**src/design/lmb_pkg.sv**
```systemverilog
`timescale 1ns / 1ps
// ----------------------------------------------------------------------------
// lmb_pkg: shared types and constants of the level meter ballistics
// level format, register indexes and the constants of the pixel mapping
// ----------------------------------------------------------------------------
package lmb_pkg;

  typedef logic signed [15:0] level_t;
  typedef logic signed [16:0] level_ext_t;
  typedef logic [7:0]         px_t;

  // bar length in pixels
  localparam int unsigned BAR_PIXELS = 200;

  // -60 dB floor in 1/256 dB, and the span from floor to full scale
  localparam int          FLOOR_LEVEL = -15360;
  localparam int unsigned SPAN_LEVEL  = 15360;
  localparam int unsigned SPAN_W      = $clog2(SPAN_LEVEL);

  // register indexes on the configuration port
  localparam logic [1:0] REG_RELEASE_STEP   = 2'd0;
  localparam logic [1:0] REG_HOLD_TICKS     = 2'd1;
  localparam logic [1:0] REG_CLIP_THRESHOLD = 2'd2;

  // register reset values
  localparam logic [9:0] RELEASE_STEP_RST   = 10'd53;
  localparam logic [7:0] HOLD_TICKS_RST     = 8'd85;
  localparam level_t     CLIP_THRESHOLD_RST = -16'sd26;

  // px = floor((BAR_PIXELS*d + SPAN/2) / SPAN) as one multiply by a
  // rounded-up reciprocal; exact for d < SPAN and BAR_PIXELS < 256
  localparam int unsigned      FRAC_BITS = 36;
  localparam int unsigned      PROD_W    = 46;
  localparam longint unsigned  RECIP     =
    ((64'd1 << FRAC_BITS) + SPAN_LEVEL - 1) / SPAN_LEVEL;
  localparam logic [PROD_W-1:0] MAP_MUL = PROD_W'(BAR_PIXELS * RECIP);
  localparam logic [PROD_W-1:0] MAP_ADD = PROD_W'((SPAN_LEVEL / 2) * RECIP);

  // previous-pixel value meaning no tick yet
  localparam logic [8:0] PX_NONE = 9'd511;

  // marker shown when beyond this many pixels
  localparam px_t PEAK_MIN_PX = 8'd2;

  // item between the state update and the pixel mapping
  typedef struct packed {
    logic   is_tick;
    level_t shown;
    level_t peak;
    logic   clip;
  } lmb_stage_t;

endpackage

```
**src/design/level_meter_ballistics.sv**
```systemverilog
`timescale 1ns / 1ps
// ----------------------------------------------------------------------------
// level_meter_ballistics: bar and peak-hold meter ballistics
// updates bar, peak marker and clip latch per item and maps them to pixels
// ----------------------------------------------------------------------------
// usage
//   input channel (in_valid/in_ready): kind 0 is a tick carrying level_db in
//   signed 1/256 dBFS, kind 1 clears the clip latch
//   output channel (out_valid/out_ready): one result item per input item,
//   with bar and peak lengths in pixels, peak visibility, clip flag and a
//   flag telling whether the pixel values moved since the last tick
//   configuration: cfg_wr_en writes cfg_data into register cfg_index
//   (0 release step, 1 hold ticks, 2 clip threshold), index 3 is ignored
// timing
//   one item per cycle sustained while out_ready is high; an accepted item
//   goes through the ballistics update before the stage register and the
//   reciprocal multiply of the pixel mapping before the result register
// reset
//   synchronous rst empties both stages, puts bar and peak at the -60 dB
//   floor, clears hold and clip, and loads the register reset values
// stall
//   when out_ready is low the result holds; the stage register still takes
//   one more item, after which in_ready drops until the result is taken
// ----------------------------------------------------------------------------
module level_meter_ballistics
  import lmb_pkg::*;
(
  input  logic        clk,
  input  logic        rst,
  // input items
  input  logic        in_valid,
  output logic        in_ready,
  input  logic        kind,
  input  level_t      level_db,
  // result items
  output logic        out_valid,
  input  logic        out_ready,
  output px_t         bar_px,
  output px_t         peak_px,
  output logic        peak_visible,
  output logic        clip_flag,
  output logic        px_changed,
  // configuration writes
  input  logic        cfg_wr_en,
  input  logic [1:0]  cfg_index,
  input  logic [15:0] cfg_data
);

  // configuration registers
  logic [9:0] release_step;
  logic [7:0] hold_ticks;
  level_t     clip_threshold;

  // ballistics state
  level_t     shown_level;
  level_t     peak_level;
  logic [7:0] hold_left;
  logic       clip_latched;
  logic [8:0] prev_bar_px;
  logic [8:0] prev_peak_px;

  // pipeline
  lmb_stage_t stage;
  logic       stage_valid;
  logic       in_acc;
  logic       advance;

  // next values of the ballistics
  level_ext_t lv_ext;
  level_ext_t shown_ext;
  level_ext_t peak_ext;
  level_ext_t shown_dec;
  level_ext_t shown_cand;
  level_ext_t peak_cand;
  level_t     shown_level_next;
  level_t     peak_level_next;
  logic [7:0] hold_left_next;
  logic       clip_latched_next;

  // pixel mapping of the staged item
  px_t        bar_map;
  px_t        peak_map;

  localparam level_ext_t FLOOR_EXT = 17'(FLOOR_LEVEL);

  assign in_acc   = in_valid && in_ready;
  assign advance  = !out_valid || out_ready;
  assign in_ready = !stage_valid || advance;

  // configuration port
  always_ff @(posedge clk) begin
    if (rst) begin
      release_step   <= RELEASE_STEP_RST;
      hold_ticks     <= HOLD_TICKS_RST;
      clip_threshold <= CLIP_THRESHOLD_RST;
    end else if (cfg_wr_en) begin
      case (cfg_index)
        REG_RELEASE_STEP:   release_step   <= cfg_data[9:0];
        REG_HOLD_TICKS:     hold_ticks     <= cfg_data[7:0];
        REG_CLIP_THRESHOLD: clip_threshold <= level_t'(cfg_data);
        default: ;
      endcase
    end
  end

  // ballistics update, all 17 bit signed so the release never wraps
  always_comb begin
    lv_ext    = 17'(level_db);
    shown_ext = 17'(shown_level);
    peak_ext  = 17'(peak_level);
    shown_dec = shown_ext - level_ext_t'({7'd0, release_step});

    // bar: instant attack, linear release clamped at the floor
    if (lv_ext > shown_ext) begin
      shown_cand = lv_ext;
    end else if (shown_dec < FLOOR_EXT) begin
      shown_cand = FLOOR_EXT;
    end else begin
      shown_cand = shown_dec;
    end

    // peak: catch, hold, then release
    hold_left_next = hold_left;
    if (lv_ext >= peak_ext) begin
      peak_cand      = lv_ext;
      hold_left_next = hold_ticks;
    end else if (hold_left != 8'd0) begin
      peak_cand      = peak_ext;
      hold_left_next = hold_left - 8'd1;
    end else begin
      peak_cand = peak_ext - level_ext_t'({7'd0, release_step});
    end

    // marker never sits below the bar
    if (peak_cand < shown_cand) begin
      peak_cand = shown_cand;
    end

    // both candidates are within the 16 bit range here
    if (kind) begin
      shown_level_next  = shown_level;
      peak_level_next   = peak_level;
      hold_left_next    = hold_left;
      clip_latched_next = 1'b0;
    end else begin
      shown_level_next  = shown_cand[15:0];
      peak_level_next   = peak_cand[15:0];
      clip_latched_next = clip_latched || (level_db >= clip_threshold);
    end
  end

  always_ff @(posedge clk) begin
    if (rst) begin
      shown_level  <= level_t'(FLOOR_LEVEL);
      peak_level   <= level_t'(FLOOR_LEVEL);
      hold_left    <= 8'd0;
      clip_latched <= 1'b0;
    end else if (in_acc) begin
      shown_level  <= shown_level_next;
      peak_level   <= peak_level_next;
      hold_left    <= hold_left_next;
      clip_latched <= clip_latched_next;
    end
  end

  // stage register: state snapshot after each item
  always_ff @(posedge clk) begin
    if (rst) begin
      stage_valid <= 1'b0;
    end else if (in_acc) begin
      stage_valid <= 1'b1;
    end else if (advance) begin
      stage_valid <= 1'b0;
    end
  end

  always_ff @(posedge clk) begin
    if (in_acc) begin
      stage.is_tick <= !kind;
      stage.shown   <= shown_level_next;
      stage.peak    <= peak_level_next;
      stage.clip    <= clip_latched_next;
    end
  end

  // level to pixels, rounded half up
  function automatic px_t level_to_px(input level_t lv);
    level_ext_t         d_ext;
    logic [SPAN_W-1:0]  d;
    logic [PROD_W-1:0]  prod;
    px_t                px;
    d_ext = 17'(lv) - FLOOR_EXT;
    d     = d_ext[SPAN_W-1:0];
    prod  = PROD_W'(d) * MAP_MUL + MAP_ADD;
    if (17'(lv) <= FLOOR_EXT) begin
      px = 8'd0;
    end else if (lv >= 16'sd0) begin
      px = px_t'(BAR_PIXELS);
    end else begin
      px = prod[FRAC_BITS +: 8];
    end
    return px;
  endfunction

  assign bar_map  = level_to_px(stage.shown);
  assign peak_map = level_to_px(stage.peak);

  // result register
  always_ff @(posedge clk) begin
    if (rst) begin
      out_valid <= 1'b0;
    end else if (advance) begin
      out_valid <= stage_valid;
    end
  end

  always_ff @(posedge clk) begin
    if (advance && stage_valid) begin
      bar_px       <= bar_map;
      peak_px      <= peak_map;
      peak_visible <= (peak_map > PEAK_MIN_PX);
      clip_flag    <= stage.clip;
      // clear items never report a change
      px_changed   <= stage.is_tick &&
                      (({1'b0, bar_map} != prev_bar_px) ||
                       ({1'b0, peak_map} != prev_peak_px));
    end
  end

  // last tick's pixels, only ticks move them
  always_ff @(posedge clk) begin
    if (rst) begin
      prev_bar_px  <= PX_NONE;
      prev_peak_px <= PX_NONE;
    end else if (advance && stage_valid && stage.is_tick) begin
      prev_bar_px  <= {1'b0, bar_map};
      prev_peak_px <= {1'b0, peak_map};
    end
  end

endmodule

```
**config.mk**
```make
export PLATFORM = sky130hd
export DESIGN_NAME = level_meter_ballistics
export DESIGN_NICKNAME = d
export VERILOG_FILES = /design/src/design/lmb_pkg.sv /design/src/design/level_meter_ballistics.sv
export SDC_FILE = /design/constraint.sdc
export NUM_CORES = 1
export LEC_CHECK = 0
export ABC_AREA = 1
export BUFFER_PORTS_ARGS = -buffer_cell sky130_fd_sc_hd__buf_2
export CORE_UTILIZATION = 45
export DETAILED_ROUTE_END_ITERATION = 16
export SYNTH_ARGS = -nofsm -noshare
export SYNTH_HDL_FRONTEND = slang
export SYNTH_SLANG_ARGS = --single-unit
```
**constraint.sdc**
```tcl
create_clock -name clk -period 7.48 [get_ports clk]
set_input_delay 1.496 -clock clk [delete_from_list [all_inputs] [get_ports clk]]
set_output_delay 1.496 -clock clk [all_outputs]
set_load 0.01 [all_outputs]
```
Yosys cells after proc, flatten, opt, wreduce, memory -nomap -nowiden. Cells that the tools add are included.

Register bits after elaboration: 148.

Add/subtract/negate cells: 7. $mul: 2. $lt $le $gt $ge: 10. Eq/ne operators: 4. Mux-type cells: 16. Bitwise logic cells: 1. Reduce and logical (&&, ||, !) cells: 19.

Operators by type and width (number): 44-bit by 36-bit adder with 44-bit output, second input constant (2); 14-bit by 27-bit multiplier with 41-bit output, second input constant (2); 17-bit 2-to-1 mux (4); 16-bit 2-to-1 mux (3); 8-bit 2-to-1 mux (6); 16-bit by 11-bit subtractor with 17-bit output (2); 16-bit by 1-bit >= comparator with 1-bit output, second input constant (2); 16-bit >= comparator (2); 16-bit by 15-bit <= comparator with 1-bit output, second input constant (2); 14-bit by 12-bit subtractor with 14-bit output, second input constant (2); 8-bit by 9-bit != test with 1-bit output (2); 17-bit by 15-bit < comparator with 1-bit output, second input constant (1); 17-bit < comparator (1); 16-bit greater-than comparator (1); 8-bit by 2-bit greater-than comparator with 1-bit output, second input constant (1); 8-bit nonzero test (1); 8-bit by 1-bit subtractor with 8-bit output, second input constant (1); 2-bit AND reduction (3); 1-bit logical AND (4); 1-bit logical OR (4); 2-bit nonzero test (2); 1-bit zero test (3); 1-bit 2-to-1 mux (3); 3-bit AND reduction (1); other kinds (4) (4).

Logic depth before layout (Yosys ltp).
Depth after elaboration: 8. Mapped depth: 43.

Least setup slack after synthesis. Ideal clock, no wire load.

Path kind: register to register. Start: register stage[27] (netlist name). End: register px_changed (data pin). Library setup time: 252 ps. Arrival: 6625 ps. Required time: 7228 ps. Setup slack: 604 ps. Cell stages (with the launch flop): 39. Buffers on the path: 0. Clock period less this slack: 6876 ps. Cells stage by stage: edfxtp_1 > inv_1 > ha_1 > xnor2_1 > inv_1 > ha_1 > inv_1 > fa_1 > fa_1 > fa_1 > inv_1 > fa_1 > inv_1 > fa_1 > inv_1 > ha_1 > nand2_1 > nor2_2 > [3 not listed] > nand2_2 > nand2_1 > nand3_1 > nand2_2 > nor2_4 > nand2_1 > nor2_2 > nand3_2 > nand2_4 > nand2_2 > nand2_1 > nand3_1 > nand3_1 > nand2_1 > nor2_1 > nand3_1 > nor2_1 > nor2_1.

Cells in the longest elaborated chain, start to end: 8. Elaborated cells on any way between the ends: 10.

Ends and longest elaborated chain: from (decl) (line level_meter_ballistics.sv:63) `lmb_stage_t stage;`; 14-bit by 12-bit subtractor with 14-bit output (line level_meter_ballistics.sv:192) `d_ext = 17'(lv) - FLOOR_EXT;`; 14-bit by 27-bit multiplier with 41-bit output (line level_meter_ballistics.sv:194) `prod = PROD_W'(d) * MAP_MUL + MAP_ADD;`; 44-bit by 36-bit adder with 44-bit output (line level_meter_ballistics.sv:194); 8-bit 2-to-1 mux (line level_meter_ballistics.sv:197) `end else if (lv >= 16'sd0) begin`; 8-bit 2-to-1 mux * (line level_meter_ballistics.sv:195) `if (17'(lv) <= FLOOR_EXT) begin`; 8-bit by 9-bit != test with 1-bit output * (line level_meter_ballistics.sv:225) `(({1'b0, bar_map} != prev_bar_px) ||`; 1-bit logical OR * (line level_meter_ballistics.sv:225); 1-bit logical AND * (line level_meter_ballistics.sv:224) `px_changed <= stage.is_tick &&`; to (signal assigned) (line level_meter_ballistics.sv:224); to (decl) (line level_meter_ballistics.sv:42) `output logic px_changed,`.

Every way passes the cells marked *; elsewhere a longest branch is shown, timed or not. A chain may end at the register's enable or synchronous reset.

Worst setup path in the final report.
Start: register stage[11] (netlist name). End: register px_changed (data pin).

Cells in the longest elaborated chain, start to end: 8. Elaborated cells on any way between the ends: 10.

Ends and longest elaborated chain: 14-bit by 12-bit subtractor with 14-bit output (line level_meter_ballistics.sv:192); 14-bit by 27-bit multiplier with 41-bit output (line level_meter_ballistics.sv:194); 44-bit by 36-bit adder with 44-bit output (line level_meter_ballistics.sv:194); 8-bit 2-to-1 mux (line level_meter_ballistics.sv:197); 8-bit 2-to-1 mux * (line level_meter_ballistics.sv:195); 8-bit by 9-bit != test with 1-bit output * (line level_meter_ballistics.sv:226) `({1'b0, peak_map} != prev_peak_px));`; 1-bit logical OR * (line level_meter_ballistics.sv:225); 1-bit logical AND * (line level_meter_ballistics.sv:224).

Marks and branches as above.

==> metrics.yaml <==
finish:
  drive_gt1_frac: 0.0708
  multi_input_area_sq_mm: 0.0175
  area_growth_pct: 8.73
  final_nets: 4101
  final_cell_mix: "837 x nand2_1, 795 x inv_1, 348 x ha_1"
  seq_area_sq_mm: 0.00347
  antenna_cells: 0
  layout_commonest_cell: "nand2_1"
  fillers: 5481
setup_path:
  crit_start: "stage[11]"
  cp-end-kind: "register"
  cpMaxStageDelayCell: "fa_1"
  cp_slowest_stage_delay_ps: 550
  regToRegSetupSlack_ps: 460
  worst-endpoint-required_ps: 7700
  crit_family: "adder cells"
  critical_path_class: "reg2reg"
  cp_common_cell: "nand2_1"
  path_max_fanout: 6
  regToRegEndpoint: "px_changed"
  startpoint_type: "register"
  cp_data_arrival_time_ps: 7240
  critPathBufInv: 4
  r2r_start: "stage[11]"
  rr_worst_depth: 36
synthesis:
  yosysWarningCount: 0
  yosysSeqAreaShare: 0.145
  synthArstFlopShare: 0
  ys_ff_latch: 147
  syn_nets: 4033
  ys_types: 49
  avgSynthCellArea_sq_um: 6.98
  synthTopCellsByArea: "ha_1 19%, fa_1 17%, nand2_1 13%"
  synth_top_area_cell: "ha_1"
  synth_top_area_share: 0.188
  ys.flop_type: "dfxtp_1"
  synth_edf_count: 53
  synthesis.area_sq_mm: 0.0239
  syn_inst: 3425
clock_tree:
  cts_buffers: 17
  clock_latency_ps: 460
  clockBufferDepth: 2
  cts_sinks: 147
  cts_hold_buf: 0
  ctsRootBufferMaster: "clkbuf_16"
  cts_tree: "built"
  clkTransAtPathRegs_ps: 70
  htree_levels: 4
global_route:
  antenna_found_initial: 0
  grt_pass1_vias: 20100
  grt_max_degree: 52
  overflow: 0
  grtUsageTotal: 0.248
  grt_first_pass_wirelength_um: 105000
place:
  io_buffers: 60
  place_hpwl_um: 56600
  place.gp.congestion: 0.938
status:
  status: "finished clean"
floorplan:
  die_h_um: 232
  fp.dieW_um: 232
  ios: 61
  start_util: 0.455
  core-area_sq_mm: 0.0526
  die_area_sq_mm: 0.0540
  rows: 84
hold_path:
  holdPathEnd: "clip_threshold[3]"
  hp-start: "clip_threshold[3]"
  min_delay_path_depth: 2
  min_path_type: "reg2reg"
routing:
  wirelength_um: 65200
  vias: 20900
  drt_iter0_drc: 1293
  route.detailed.drc: 0
  wl_per_cell_um: 15.6
  routed_via_density: 5.00
  drt_first_pass_iters: 5
  ant_nets: 0
sta:
  setup_viol_count_final: 0
  slew-limit-headroom: 0.402
  hold_ws_ps: 483
  fin_crit_sh: 0.939
  max_freq_mhz: 142
  skew_ps: 14.5
  worstMarginPinSlew_ps: 897
  finalSetupTns_ps: 0
  layout_min_cycle_time_ps: 7020
  final-hold-violation-count: 0
  drv_slew: 0
job:
  maxCapViolCount: 0
repair_timing:
item                                    in CTS  in global routing
setup buffers                                0                  6
resized for setup                            0                 75
endpoints found under the setup margin       0                 16
registers in the layout (all words and copies together), names as in the netlist:
signal	cells
stage_valid	1
peak_px	8
px_changed	1
stage	34
clip_flag	1
hold_ticks	8
out_valid	1
hold_left	8
clip_threshold	16
shown_level	16
clip_latched	1
bar_px	8
peak_level	16
prev_peak_px	8
prev_bar_px	9
release_step	10
peak_visible	1
per-stage QoR:
| stage | worst slack [ps] | instances | cell area (sq um) | utilization |
|---|---|---|---|---|
| 2_1_floorplan | 604 | 3425 | 23900 | - |
| 3_3_place_gp | 108 | 4156 | 25100 | 0.477 |
| 3_5_place_dp | 43.6 | 4156 | 25100 | 0.477 |
| 4_1_cts | 38.0 | 4187 | 25700 | 0.489 |
| 5_1_grt | -29.5 | 4193 | 26000 | 0.495 |
| 6_report | 455 | 4193 | 26000 | 0.495 |
worst max path at each step:
stage	slack, ps	end	cells past startpoint
global placement	110	px_changed	35
detailed placement	40	px_changed	35
finish	460	px_changed	36
global route	-30	px_changed	37
CTS	40	px_changed	35
floorplan	600	px_changed	38
cell type report:
type | instances | share of cell area
Multi-Input combinational cell | 2428 | 0.673
Sequential cell | 147 | 0.134
Inverter | 807 | 0.117
Tap cell | 688 | 0.0331
Timing Repair Buffer | 92 | 0.0208
Clock buffer | 19 | 0.0183
Clock inverter | 12 | 0.00477
cell usage after synthesis, drive strengths merged (3+ instances only):
master	n
clkbuf	37
dfxtp	94
xor2	27
nand4	42
nor3	37
nand3	189
o211ai	27
buf	6
o21ai	183
inv	803
or2	6
nand2	856
clkinv	4
nor2	246
ha	360
nand3b	15
a2111oi	3
o22ai	8
o21bai	6
a21oi	160
fa	208
edfxtp	53
nor4	5
and2	4
a31oi	12
a211oi	6
xnor2	19
layer usage:
layer	GRT usage	up-vias	routed length (um)
met5	0	-	0
met3	0.0224	77	2730
met1	0.358	9595	32400
met2	0.398	429	28900
met4	0.0605	0	1200
li1	-	10800	-
tightest hold or removal path, delay by kind of cell (launching register included):
| family | cells | cell delay [ps] |
|---|---|---|
| buf+inv | 1 | 70 |
| flops | 1 | 300 |
| compound gates | 1 | 60 |
cells by family (layout without fill, tap and decap cells):
| kind of cell | Yosys count | count (layout) | synth area share |
|---|---|---|---|
| DFF | 147 | 147 | 0.145 |
| and+or+nand+nor | 1400 | 1400 | 0.245 |
| AOI/OAI and AO/OA | 414 | 414 | 0.0958 |
| adders and majority gates | 568 | 568 | 0.363 |
| buffers and inverters | 850 | 930 | 0.134 |
| xor gates and xnor gates | 46 | 46 | 0.0172 |
Power is left out: the tool's default activity adds up to more than one toggle a clock period on the data nets, which glitch-free logic cannot reach.
